[config.mk]
export PLATFORM = sky130hd
export DESIGN_NAME = http_request_head_parser
export DESIGN_NICKNAME = d
export VERILOG_FILES = /design/src/rtl/hrhp_pkg.sv /design/src/rtl/http_request_head_parser.sv
export SDC_FILE = /design/constraint.sdc
export NUM_CORES = 1
export LEC_CHECK = 0
export ABC_AREA = 1
export BUFFER_PORTS_ARGS = -buffer_cell sky130_fd_sc_hd__buf_2
export CELL_PAD_IN_SITES_DETAIL_PLACEMENT = 1
export CELL_PAD_IN_SITES_GLOBAL_PLACEMENT = 1
export CORE_AREA = 2 2 137 86
export DETAILED_ROUTE_END_ITERATION = 12
export DIE_AREA = 0 0 139 88
export GPL_ROUTABILITY_DRIVEN = 0
export HOLD_SLACK_MARGIN = 0.03
export PLACE_DENSITY = 0.69
export SLEW_MARGIN = 40
export SYNTH_ARGS = -nofsm -noshare
export SYNTH_HDL_FRONTEND = slang
export SYNTH_SLANG_ARGS = --single-unit
export TNS_END_PERCENT = 100
[constraint.sdc]
create_clock -name clk -period 2.8 [get_ports clk]
set_input_delay 0.14 -clock clk [delete_from_list [all_inputs] [get_ports clk]]
set_output_delay 0.14 -clock clk [all_outputs]
set_load 0.01 [all_outputs]
[src/rtl/hrhp_pkg.sv]
// ----------------------------------------------------------------------------
// hrhp_pkg
// Types and constants shared by the HTTP request head parser.
// ----------------------------------------------------------------------------
`default_nettype none

package hrhp_pkg;

    localparam int NUM_VERBS = 8;
    localparam int VERB_MAX  = 8;

    typedef enum logic [3:0] {
        PH_METHOD    = 4'd0,
        PH_GAP1      = 4'd1,
        PH_URI       = 4'd2,
        PH_GAP2      = 4'd3,
        PH_VERSION   = 4'd4,
        PH_REQ_EOL   = 4'd5,
        PH_LINE      = 4'd6,
        PH_KEY       = 4'd7,
        PH_VALUE     = 4'd8,
        PH_FIELD_EOL = 4'd9,
        PH_HEAD_EOL  = 4'd10,
        PH_BODY      = 4'd11,
        PH_ERROR     = 4'd12
    } phase_t;

    typedef enum logic [3:0] {
        CL_METHOD  = 4'd0,
        CL_GAP     = 4'd1,
        CL_URI     = 4'd2,
        CL_VERSION = 4'd3,
        CL_BREAK   = 4'd4,
        CL_KEY     = 4'd5,
        CL_COLON   = 4'd6,
        CL_VALUE   = 4'd7,
        CL_BODY    = 4'd8,
        CL_ERROR   = 4'd9
    } field_class_t;

    typedef enum logic [2:0] {
        EV_NONE    = 3'd0,
        EV_METHOD  = 3'd1,
        EV_URI     = 3'd2,
        EV_VERSION = 3'd3,
        EV_FIELD   = 3'd4,
        EV_HEADEND = 3'd5,
        EV_ERROR   = 3'd6
    } event_t;

    localparam logic [3:0] CODE_UNKNOWN = 4'd8;

    localparam logic [7:0] CH_SPACE = 8'h20;
    localparam logic [7:0] CH_CR    = 8'h0D;
    localparam logic [7:0] CH_LF    = 8'h0A;
    localparam logic [7:0] CH_COLON = 8'h3A;

    // Method spellings, zero padded, in method code order
    localparam logic [7:0] VERB_TEXT [NUM_VERBS][VERB_MAX] = '{
        '{"G", "E", "T", 8'h00, 8'h00, 8'h00, 8'h00, 8'h00},
        '{"H", "E", "A", "D", 8'h00, 8'h00, 8'h00, 8'h00},
        '{"P", "O", "S", "T", 8'h00, 8'h00, 8'h00, 8'h00},
        '{"P", "U", "T", 8'h00, 8'h00, 8'h00, 8'h00, 8'h00},
        '{"D", "E", "L", "E", "T", "E", 8'h00, 8'h00},
        '{"C", "O", "N", "N", "E", "C", "T", 8'h00},
        '{"O", "P", "T", "I", "O", "N", "S", 8'h00},
        '{"T", "R", "A", "C", "E", 8'h00, 8'h00, 8'h00}
    };

    localparam logic [2:0] VERB_LEN [NUM_VERBS] = '{
        3'd3, 3'd4, 3'd4, 3'd3, 3'd6, 3'd7, 3'd7, 3'd5
    };

endpackage

`default_nettype wire

[src/rtl/http_request_head_parser.sv]
// ----------------------------------------------------------------------------
// http_request_head_parser
// Tags each request byte with its role and reports parse events.
// ----------------------------------------------------------------------------
// One byte enters per cycle on the slave stream and leaves on the master stream
// after passing through the input register and then the result register;
// the state machine between them classifies one byte per
// cycle, so the sustained rate is one byte per clock while the master side
// takes beats. Backpressure from the master side stalls both registers, and a
// new beat is still taken while a finished result waits if the input register
// is empty. Set tuser on the first byte of a request to restart the
// parser in method phase; after a malformed byte it tags everything as error
// until that restart.
`default_nettype none

module http_request_head_parser (
    input  wire logic        clk,
    input  wire logic        rst_n,
    input  wire logic        s_axis_tvalid,
    output logic             s_axis_tready,
    input  wire logic [7:0]  s_axis_tdata,   // data_byte
    input  wire logic [0:0]  s_axis_tuser,   // new_request
    output logic             m_axis_tvalid,
    input  wire logic        m_axis_tready,
    output logic [7:0]       m_axis_tdata,   // byte_out
    output logic [10:0]      m_axis_tuser    // field_class, event_res, method_code
);

    import hrhp_pkg::*;

    // Input register
    logic       in_valid_reg;
    logic [7:0] in_byte_reg;
    logic       in_new_reg;

    // Parser state
    phase_t     phase_reg, phase_next;
    logic [7:0] mask_reg, mask_next;
    logic [2:0] len_reg, len_next;
    logic       lbs_reg, lbs_next;
    logic       err_reg, err_next;

    // Result register
    logic         out_valid_reg;
    logic [7:0]   out_byte_reg;
    field_class_t out_class_reg, out_class_next;
    event_t       out_event_reg, out_event_next;
    logic [3:0]   out_code_reg, out_code_next;

    // Working values
    phase_t     cur_phase;
    logic [7:0] cur_mask;
    logic [2:0] cur_len;
    logic       cur_lbs;
    logic [7:0] b;
    logic       fail;
    logic       found;
    logic [3:0] fin_code;
    logic       advance;

    assign advance       = in_valid_reg && (!out_valid_reg || m_axis_tready);
    assign s_axis_tready = !in_valid_reg || advance;

    assign m_axis_tvalid = out_valid_reg;
    assign m_axis_tdata  = out_byte_reg;
    assign m_axis_tuser  = {out_code_reg, out_event_reg, out_class_reg};

    always_comb
    begin
        cur_phase = in_new_reg ? PH_METHOD : phase_reg;
        cur_mask  = in_new_reg ? 8'hFF : mask_reg;
        cur_len   = in_new_reg ? 3'd0 : len_reg;
        cur_lbs   = in_new_reg ? 1'b0 : lbs_reg;
        b         = in_byte_reg;

        phase_next = cur_phase;
        mask_next  = cur_mask;
        len_next   = cur_len;
        lbs_next   = cur_lbs;
        err_next   = in_new_reg ? 1'b0 : err_reg;

        out_class_next = CL_ERROR;
        out_event_next = EV_NONE;
        out_code_next  = CODE_UNKNOWN;
        fail           = 1'b0;

        // First surviving method whose length matches the bytes seen
        found    = 1'b0;
        fin_code = CODE_UNKNOWN;
        for (int m = 0; m < NUM_VERBS; m++)
        begin
            if (!found && cur_mask[m] && VERB_LEN[m] == cur_len)
            begin
                found    = 1'b1;
                fin_code = {1'b0, m[2:0]};
            end
        end

        case (cur_phase)
            PH_METHOD:
            begin
                if (b != CH_SPACE)
                begin
                    out_class_next = CL_METHOD;
                    for (int m = 0; m < NUM_VERBS; m++)
                    begin
                        if (cur_len >= VERB_LEN[m] || VERB_TEXT[m][cur_len] != b)
                            mask_next[m] = 1'b0;
                    end
                    if (cur_len != 3'd7)
                        len_next = cur_len + 3'd1;
                end
                else if (!found)
                begin
                    fail = 1'b1;
                end
                else
                begin
                    out_class_next = CL_GAP;
                    out_event_next = EV_METHOD;
                    out_code_next  = fin_code;
                    phase_next     = PH_GAP1;
                end
            end
            PH_GAP1:
            begin
                if (b == CH_SPACE)
                    out_class_next = CL_GAP;
                else
                begin
                    out_class_next = CL_URI;
                    phase_next     = PH_URI;
                end
            end
            PH_URI:
            begin
                if (b == CH_SPACE)
                begin
                    out_class_next = CL_GAP;
                    out_event_next = EV_URI;
                    phase_next     = PH_GAP2;
                end
                else
                    out_class_next = CL_URI;
            end
            PH_GAP2, PH_VERSION:
            begin
                if (b == CH_CR)
                begin
                    out_class_next = CL_BREAK;
                    out_event_next = EV_VERSION;
                    lbs_next       = 1'b1;
                    phase_next     = PH_REQ_EOL;
                end
                else if (b == CH_SPACE)
                begin
                    if (cur_phase == PH_GAP2)
                        out_class_next = CL_GAP;
                    else
                        fail = 1'b1;
                end
                else
                begin
                    out_class_next = CL_VERSION;
                    phase_next     = PH_VERSION;
                end
            end
            PH_REQ_EOL, PH_FIELD_EOL, PH_HEAD_EOL:
            begin
                if (!cur_lbs)
                begin
                    if (b == CH_CR)
                    begin
                        out_class_next = CL_BREAK;
                        lbs_next       = 1'b1;
                    end
                    else
                        fail = 1'b1;
                end
                else if (b == CH_LF)
                begin
                    out_class_next = CL_BREAK;
                    lbs_next       = 1'b0;
                    if (cur_phase == PH_HEAD_EOL)
                    begin
                        out_event_next = EV_HEADEND;
                        phase_next     = PH_BODY;
                    end
                    else
                        phase_next = PH_LINE;
                end
                else
                    fail = 1'b1;
            end
            PH_LINE:
            begin
                if (b == CH_CR)
                begin
                    out_class_next = CL_BREAK;
                    lbs_next       = 1'b1;
                    phase_next     = PH_HEAD_EOL;
                end
                else if (b == CH_COLON)
                begin
                    out_class_next = CL_COLON;
                    phase_next     = PH_VALUE;
                end
                else
                begin
                    out_class_next = CL_KEY;
                    phase_next     = PH_KEY;
                end
            end
            PH_KEY:
            begin
                if (b == CH_COLON)
                begin
                    out_class_next = CL_COLON;
                    phase_next     = PH_VALUE;
                end
                else
                    out_class_next = CL_KEY;
            end
            PH_VALUE:
            begin
                if (b == CH_CR)
                begin
                    out_class_next = CL_BREAK;
                    out_event_next = EV_FIELD;
                    lbs_next       = 1'b1;
                    phase_next     = PH_FIELD_EOL;
                end
                else
                    out_class_next = CL_VALUE;
            end
            PH_BODY:
            begin
                out_class_next = CL_BODY;
            end
            default:
            begin
                // sticky sink: tag as error, no further events
                out_class_next = CL_ERROR;
                phase_next     = PH_ERROR;
                err_next       = 1'b1;
            end
        endcase

        if (fail)
        begin
            out_class_next = CL_ERROR;
            out_event_next = EV_ERROR;
            out_code_next  = CODE_UNKNOWN;
            phase_next     = PH_ERROR;
            err_next       = 1'b1;
        end
    end

    // Control registers
    always_ff @(posedge clk or negedge rst_n)
    begin
        if (!rst_n)
        begin
            in_valid_reg  <= 1'b0;
            out_valid_reg <= 1'b0;
            phase_reg     <= PH_METHOD;
            mask_reg      <= 8'hFF;
            len_reg       <= 3'd0;
            lbs_reg       <= 1'b0;
            err_reg       <= 1'b0;
        end
        else
        begin
            if (s_axis_tready)
                in_valid_reg <= s_axis_tvalid;
            if (advance)
                out_valid_reg <= 1'b1;
            else if (m_axis_tready)
                out_valid_reg <= 1'b0;
            if (advance)
            begin
                phase_reg <= phase_next;
                mask_reg  <= mask_next;
                len_reg   <= len_next;
                lbs_reg   <= lbs_next;
                err_reg   <= err_next;
            end
        end
    end

    // Payload registers
    always_ff @(posedge clk)
    begin
        if (s_axis_tready && s_axis_tvalid)
        begin
            in_byte_reg <= s_axis_tdata;
            in_new_reg  <= s_axis_tuser[0];
        end
        if (advance)
        begin
            out_byte_reg  <= in_byte_reg;
            out_class_reg <= out_class_next;
            out_event_reg <= out_event_next;
            out_code_reg  <= out_code_next;
        end
    end

    // Error flag and sink phase always agree
    a_err_phase: assert property (@(posedge clk) disable iff (!rst_n)
        err_reg == (phase_reg == PH_ERROR))
        else $error("error flag and error phase disagree");

    // A pending LF is only expected in a line break phase or the sink
    a_lbs_phase: assert property (@(posedge clk) disable iff (!rst_n)
        lbs_reg |-> (phase_reg == PH_REQ_EOL || phase_reg == PH_FIELD_EOL ||
                     phase_reg == PH_HEAD_EOL || phase_reg == PH_ERROR))
        else $error("line break step set outside a line break phase");

    // A method event carries a known method, any other result carries none
    a_method_code: assert property (@(posedge clk) disable iff (!rst_n)
        out_valid_reg |-> ((out_event_reg == EV_METHOD) == (out_code_reg != CODE_UNKNOWN)))
        else $error("method code inconsistent with event");

    // Error event comes only with the error tag
    a_err_tag: assert property (@(posedge clk) disable iff (!rst_n)
        (out_valid_reg && out_event_reg == EV_ERROR) |-> out_class_reg == CL_ERROR)
        else $error("error event without error tag");

endmodule

`default_nettype wire
==> run_results.csv, run 1 <==
group,metric,value,unit
finish,nets,481,
detailed_routing,wl,11400,um
floorplanning,rows,30,
floorplanning,core,11000,um2
finish,syn2layout_area_growth,18.4,%
cts,clock_path_buffers,2,
sta,post-route-period-util,0.924,
detailed_routing,highest_layer,"met4",
setup_path,r2r_start,"in_new_reg$_DFFE_PP_",
setup_path,end_kind,"flop",
logic_synthesis,ys.flop_type,"edfxtp_1",
detailed_routing,dr_wl_met2,4320,um
logic_synthesis,synth_compound_area_frac,0.121,
finish,fin_area,3820,um2
finish,diodes,0,
finish,layout-drive-gt1-share,0.214,
place,io_buffers,33,
sta,tns,0,ns
setup_path,crit_type,"reg -> reg",
setup_path,critPathRequiredTime,2.99,ns
hold_path,hold_start,"s_axis_tuser",
grt,grt_pass1_vias,3117,
sta,grt_setup_unrepaired,"false",
hold_path,hold_class,"in -> reg",
hold_path,holdPathStages,1,
floorplanning,pin_count,34,
power_and_ir_drop,pwr_density_cell,663,nW/um2
power_and_ir_drop,leakage,0.00175,uW
setup_path,reg2reg_to,"phase_reg[1]$_DFFE_PN0P_",
detailed_routing,dr.pass1.iters,5,
finish,final_core_util,0.349,
logic_synthesis,synth_adder_area_share,0.0232,
setup_path,critPathArrivalTime,2.78,ns
logic_synthesis,synth_top_family_by_area,"simple AND/OR/NAND/NOR gates",
setup_path,cp_max_fo,7,
cts,cts_resized,0,
logic_synthesis,ys_types,44,
grt,grtUsageTotal,0.193,
place,place_area,3570,um2
logic_synthesis,ys_seq_elements,46,
sta,drv_slew,0,
sta,worstMarginPinSlew,0.702,ns
logic_synthesis,synth-edff-count,28,
setup_path,slowest_delay,0.51,ns
cts,numCtsBuffers,5,
flow_run,maxCapViolCount,0,
logic_synthesis,synthSimpleGateAreaFrac,0.340,
cts,cts_tree,"yes",
detailed_routing,met1_length,6210,um
cts,holdBufCountCts,9,
sta,relSlewSlack,0.530,
place,pre_cts_ws,0.258,ns
detailed_routing,drtIter0Drc,286,
detailed_routing,ant_nets,0,
cts,root_buffer,"clkbuf_16",
sta,fmax,387,MHz
detailed_routing,wl_per_cell,18.8,um
floorplanning,die_x,139,um
sta,worst_slack,0.213,ns
setup_path,crit_slowest_cell,"edfxtp_1",
sta,fin_crit,2.59,ns
setup_path,reg2reg_slack,0.21,ns
logic_synthesis,ys_seq_area_frac,0.403,
detailed_routing,vias,3173,
detailed_routing,met3RoutedLength,824,um
logic_synthesis,synth_xor_area_frac,0.0325,
place,dp_hpwl,9030,um
hold_path,hold_end,"in_new_reg$_DFFE_PP_",
floorplanning,die_area,12200,um2
cts,cts_sinks,46,
logic_synthesis,yosysWarnings,0,
sta,finalSetupViolCount,0,
detailed_routing,drc,0,
cts,clkLatencyLatePin,0.30,ns
sta,skew,0.00832,ns
grt,grt_overflow,0,
setup_path,reg2regPathDepth,13,
setup_path,path_cells,"nor2_1 > inv_1 > ha_1 > nand3_1 > nand2_1 > nor2_4 > nand3_2 > nor2_4 > nand3_2 > nand2_2 > nor2_2 > nand2_1 > nand2_1",
sta,hold_violations,0,
logic_synthesis,syn-num-nets,433,
setup_path,worst_path_most_repeated_cell,"nand2_1",
status,outcome,"complete, no violations",
cts,clkTransAtPathRegs,0.07,ns
floorplanning,die_y,88,um
floorplanning,start_util,0.295,
logic_synthesis,synth_area,3230,um2
cts,ctsHtreeMaxLevel,2,
logic_synthesis,avgSynthCellArea,7.80,um2
detailed_routing,via_per_inst,5.23,
logic_synthesis,async_reset_ff_frac,0.391,
logic_synthesis,synth.area.mux_share,0,
power_and_ir_drop,ir_drop,0.236,mV
grt,grt_max_degree,19,
cts,post_cts_buffers,0,
grt,grt_pass1_wl,17900,um
grt,antenna_found_initial,0,
logic_synthesis,netlist_instances,414,
setup_path,startpoint_type,"flop",
-- where the power goes --
group	switching, uW	total (uW)	internal [uW]	leakage, uW
combinational	558	829	271	0.00119
clock	290	714	424	0.0000842
sequential	113	995	882	0.000478
-- cells in the final DEF (no fill, tap or decap), types with 3 or more instances in the layout --
cell           synthesis  routed
dfrtp_1               10      10
o21ai_0               17      17
dlygate4sd3_1          0       9
a21oi_1               13      13
a31oi_1                3       3
buf_2                  4      33
nand2_2               12      12
clkbuf_16              0       5
nand3_2                6       6
xor2_1                12      12
inv_2                  6       6
ha_1                   6       6
edfxtp_1              28      28
dfstp_2                8       8
nor4_1                 3       3
o211ai_1               4       4
nand4_1               17      17
nor2_4                 3       3
nor2_2                 5       5
nand3_1               26      26
nor3_1                 7       7
inv_1                 47      47
buf_4                  1       5
a2bb2oi_1              4       4
nor2_1                49      49
nand2_1               95      95
-- worst max-delay path, delay by kind of cell, from the launching register on --
| kind | cells | cell delay, ns |
|---|---|---|
| flip-flops | 1 | 0.51 |
| adder cells (fa/ha/maj) | 1 | 0.38 |
| buffers and inverters | 1 | 0.21 |
| AND/OR/NAND/NOR | 11 | 1.38 |
-- cell type report --
| cell class | instances | area [um2] |
|---|---|---|
| tap | 144 | 180 |
| multi-input combinational | 306 | 1670 |
| timing repair buffer | 47 | 293 |
| clock buffer | 5 | 125 |
| fill | 1367 | 7140 |
| clock inverter | 3 | 43.8 |
| sequential | 46 | 1300 |
| inverter | 56 | 213 |
-- metrics by stage --
step                      hold slack (ns)  instances  total power (uW)
final                              0.0467        607              2540
after global routing               0.0445        607              2660
after CTS                          0.0421        607              2530
after detailed placement            0.150        590              1800
after global placement              0.147        590              1780
after floorplan                    -0.156        414              1530
-- synth_stat cells, types with 3 or more instances --
cell | count | share of area
o211ai_1 | 4 | 0.0093
nor2_1 | 49 | 0.057
nor3_1 | 7 | 0.011
inv_2 | 6 | 0.0070
a21oi_1 | 13 | 0.020
dfrtp_1 | 10 | 0.077
nand2_1 | 95 | 0.11
nand4_1 | 17 | 0.033
nor2_2 | 5 | 0.0097
inv_1 | 47 | 0.055
nand3_2 | 6 | 0.019
buf_2 | 4 | 0.0062
xor2_1 | 12 | 0.033
ha_1 | 6 | 0.023
a31oi_1 | 3 | 0.0058
nor2_4 | 3 | 0.010
a2bb2oi_1 | 4 | 0.011
nor4_1 | 3 | 0.0058
nand2_2 | 12 | 0.023
edfxtp_1 | 28 | 0.26
nand3_1 | 26 | 0.040
o21ai_0 | 17 | 0.026
dfstp_2 | 8 | 0.065
-- per-layer routing --
metal,GRT usage,up-vias
li1,-,1473
met1,0.305,1581
met2,0.265,110
met3,0.0432,9
met4,0.0340,0
met5,0,-
-- logic make-up after synthesis --
group / count (synthesis)
simple gates: 229
xor+xnor: 12
flops: 46
compound gates: 59
fa+ha+maj: 6
buf+inv: 62
-- how the worst max path moves through the flow --
| stage | slack (ns) | start | to |
|---|---|---|---|
| final | 0.21 | in_new_reg$_DFFE_PP_ | phase_reg[1]$_DFFE_PN0P_ |
| after global routing | 0.05 | in_new_reg$_DFFE_PP_ | phase_reg[0]$_DFFE_PN0P_ |
| after CTS | 0.26 | in_new_reg$_DFFE_PP_ | phase_reg[1]$_DFFE_PN0P_ |
| after detailed placement | 0.26 | in_new_reg$_DFFE_PP_ | phase_reg[1]$_DFFE_PN0P_ |
| after global placement | 0.44 | in_new_reg$_DFFE_PP_ | phase_reg[1]$_DFFE_PN0P_ |
| after floorplan | 0.65 | m_axis_tvalid$_DFFE_PN0P_ | mask_reg[3]$_DFFE_PN1P_ |
Note: power is estimated with default switching activity, not from simulation.
==> run 2: changes to the inputs <==
--- a/config.mk
+++ b/config.mk
@@ -15,6 +15,7 @@
 export GPL_ROUTABILITY_DRIVEN = 0
 export HOLD_SLACK_MARGIN = 0.03
 export PLACE_DENSITY = 0.69
+export REMOVE_ABC_BUFFERS = 1
 export SLEW_MARGIN = 40
 export SYNTH_ARGS = -nofsm -noshare
 export SYNTH_HDL_FRONTEND = slang
==> run_results.csv, run 2 (synthesis results as in run 1) <==
group,metric,value,unit
status,outcome,"complete, no violations",
grt,grt_overflow,0,
floorplanning,die_x,139,um
sta,skew,0.0118,ns
detailed_routing,dr.pass1.iters,8,
cts,post_cts_buffers,0,
sta,tns,0,ns
cts,root_buffer,"clkbuf_16",
power_and_ir_drop,total_power,2420,uW
cts,cts_sinks,46,
cts,clkTransAtPathRegs,0.07,ns
setup_path,slowest_delay,0.51,ns
grt,grt_pass1_vias,3079,
finish,layout_commonest_cell,"nand2_1",
power_and_ir_drop,pwr_density_cell,639,nW/um2
sta,worstMarginPinSlew,0.607,ns
floorplanning,start_util,0.295,
setup_path,crit_end,"phase_reg[1]$_DFFE_PN0P_",
floorplanning,die_y,88,um
hold_path,hold_class,"in -> reg",
sta,finalSetupViolCount,0,
setup_path,cp_max_fo,7,
setup_path,critPathRequiredTime,3.00,ns
detailed_routing,drc,0,
detailed_routing,wl,11100,um
floorplanning,pin_count,34,
sta,fmax,387,MHz
power_and_ir_drop,ir_drop,0.249,mV
place,io_buffers,33,
finish,nets,480,
sta,hold_violations,0,
cts,cts_tree,"yes",
sta,post-route-period-util,0.923,
setup_path,r2r_start,"in_new_reg$_DFFE_PP_",
cts,numCtsBuffers,5,
setup_path,startpoint_type,"flop",
power_and_ir_drop,leakage,0.00173,uW
finish,nFillCells,1360,
setup_path,end_kind,"flop",
sta,fin_crit,2.58,ns
setup_path,reg2regPathDepth,13,
setup_path,cp-startpoint,"in_new_reg$_DFFE_PP_",
floorplanning,rows,30,
floorplanning,die_area,12200,um2
setup_path,path_cells,"nor2_1 > inv_1 > ha_1 > nand4_4 > nand2_4 > nor2_4 > nand3_2 > nor2_4 > nand3_2 > nand2_2 > nor2_2 > nand2_1 > nand2_1",
detailed_routing,ant_nets,0,
detailed_routing,via_per_inst,5.15,
cts,ctsHtreeMaxLevel,2,
setup_path,crit_slowest_cell,"edfxtp_1",
sta,relSlewSlack,0.594,
grt,grt_pass1_wl,17700,um
finish,syn2layout_area_growth,17.4,%
setup_path,reg2reg_slack,0.22,ns
finish,layout-drive-gt1-share,0.210,
detailed_routing,wl_per_cell,18.3,um
cts,clkLatencyLatePin,0.30,ns
finish,diodes,0,
detailed_routing,vias,3120,
grt,grt_max_degree,19,
setup_path,crit_type,"reg -> reg",
grt,antenna_found_initial,0,
finish,multi_input_area,1670,um2
sta,drv_slew,0,
finish,most-common-layout-cells,"nand2_1 (95), nor2_1 (49), inv_1 (47)",
setup_path,reg2reg_to,"phase_reg[1]$_DFFE_PN0P_",
finish,layout.area.seq,1300,um2
setup_path,critPathArrivalTime,2.78,ns
grt,grtUsageTotal,0.192,
sta,grt_setup_unrepaired,"false",
detailed_routing,drtIter0Drc,236,
cts,clock_path_buffers,2,
flow_run,maxCapViolCount,0,
floorplanning,core,11000,um2
place,dp_hpwl,8900,um
[run 2: worst min path at each step]
stage	start	end	slack, ns	depth (start not counted)
CTS	s_axis_tuser	in_new_reg$_DFFE_PP_	0.04	1
floorplan	rst_n	in_valid_reg$_DFFE_PN0N_	-0.16	0
global route	s_axis_tuser	in_new_reg$_DFFE_PP_	0.04	1
global placement	rst_n	m_axis_tvalid$_DFFE_PN0P_	0.14	1
finish	s_axis_tuser	in_new_reg$_DFFE_PP_	0.04	1
detailed placement	rst_n	m_axis_tvalid$_DFFE_PN0P_	0.14	1
[run 2: final cells by class]
cell class	count	area share
Inverter	56	0.0561
Multi-Input combinational cell	306	0.440
Tap cell	144	0.0475
Clock buffer	6	0.0340
Sequential cell	46	0.343
Timing Repair Buffer	46	0.0752
Clock inverter	2	0.00363
[run 2: per-stage QoR]
step	area (um2)	hold slack [ns]	setup slack, ns	util	cells
finish	3790	0.0433	0.217	0.346	606
global route	3790	0.0380	0.0106	0.346	606
CTS	3790	0.0382	0.273	0.346	606
detailed placement	3560	0.136	0.256	0.325	589
global placement	3560	0.136	0.441	0.325	589
floorplan	3180	-0.156	0.654	-	408
[run 2: report_power, final]
part	switching (uW)	internal [uW]	total [uW]
Sequential	115	882	997
Clock	273	332	605
Combinational	549	269	818
Total	937	1480	2420
[run 2: repair_timing]
action | CTS | global route
resized for setup | 0 | 0
hold buffers | 9 | 0
endpoints found under the hold margin | 18 | 0
[run 2: worst max-delay path, delay by kind of cell, from the launching register on]
kind	cells	cell delay [ns]
AND/OR/NAND/NOR	11	1.40
flip-flops	1	0.51
adder cells (fa/ha/maj)	1	0.36
buffers and inverters	1	0.19
[run 2: per-layer routing]
metal / global-route usage / up-vias / part of all wire
met2: 0.239 / 153 / 0.36
met3: 0.0771 / 12 / 0.13
met5: 0 / - / 0
met4: 0.0441 / 0 / 0.011
li1: - / 1480 / -
met1: 0.299 / 1475 / 0.51
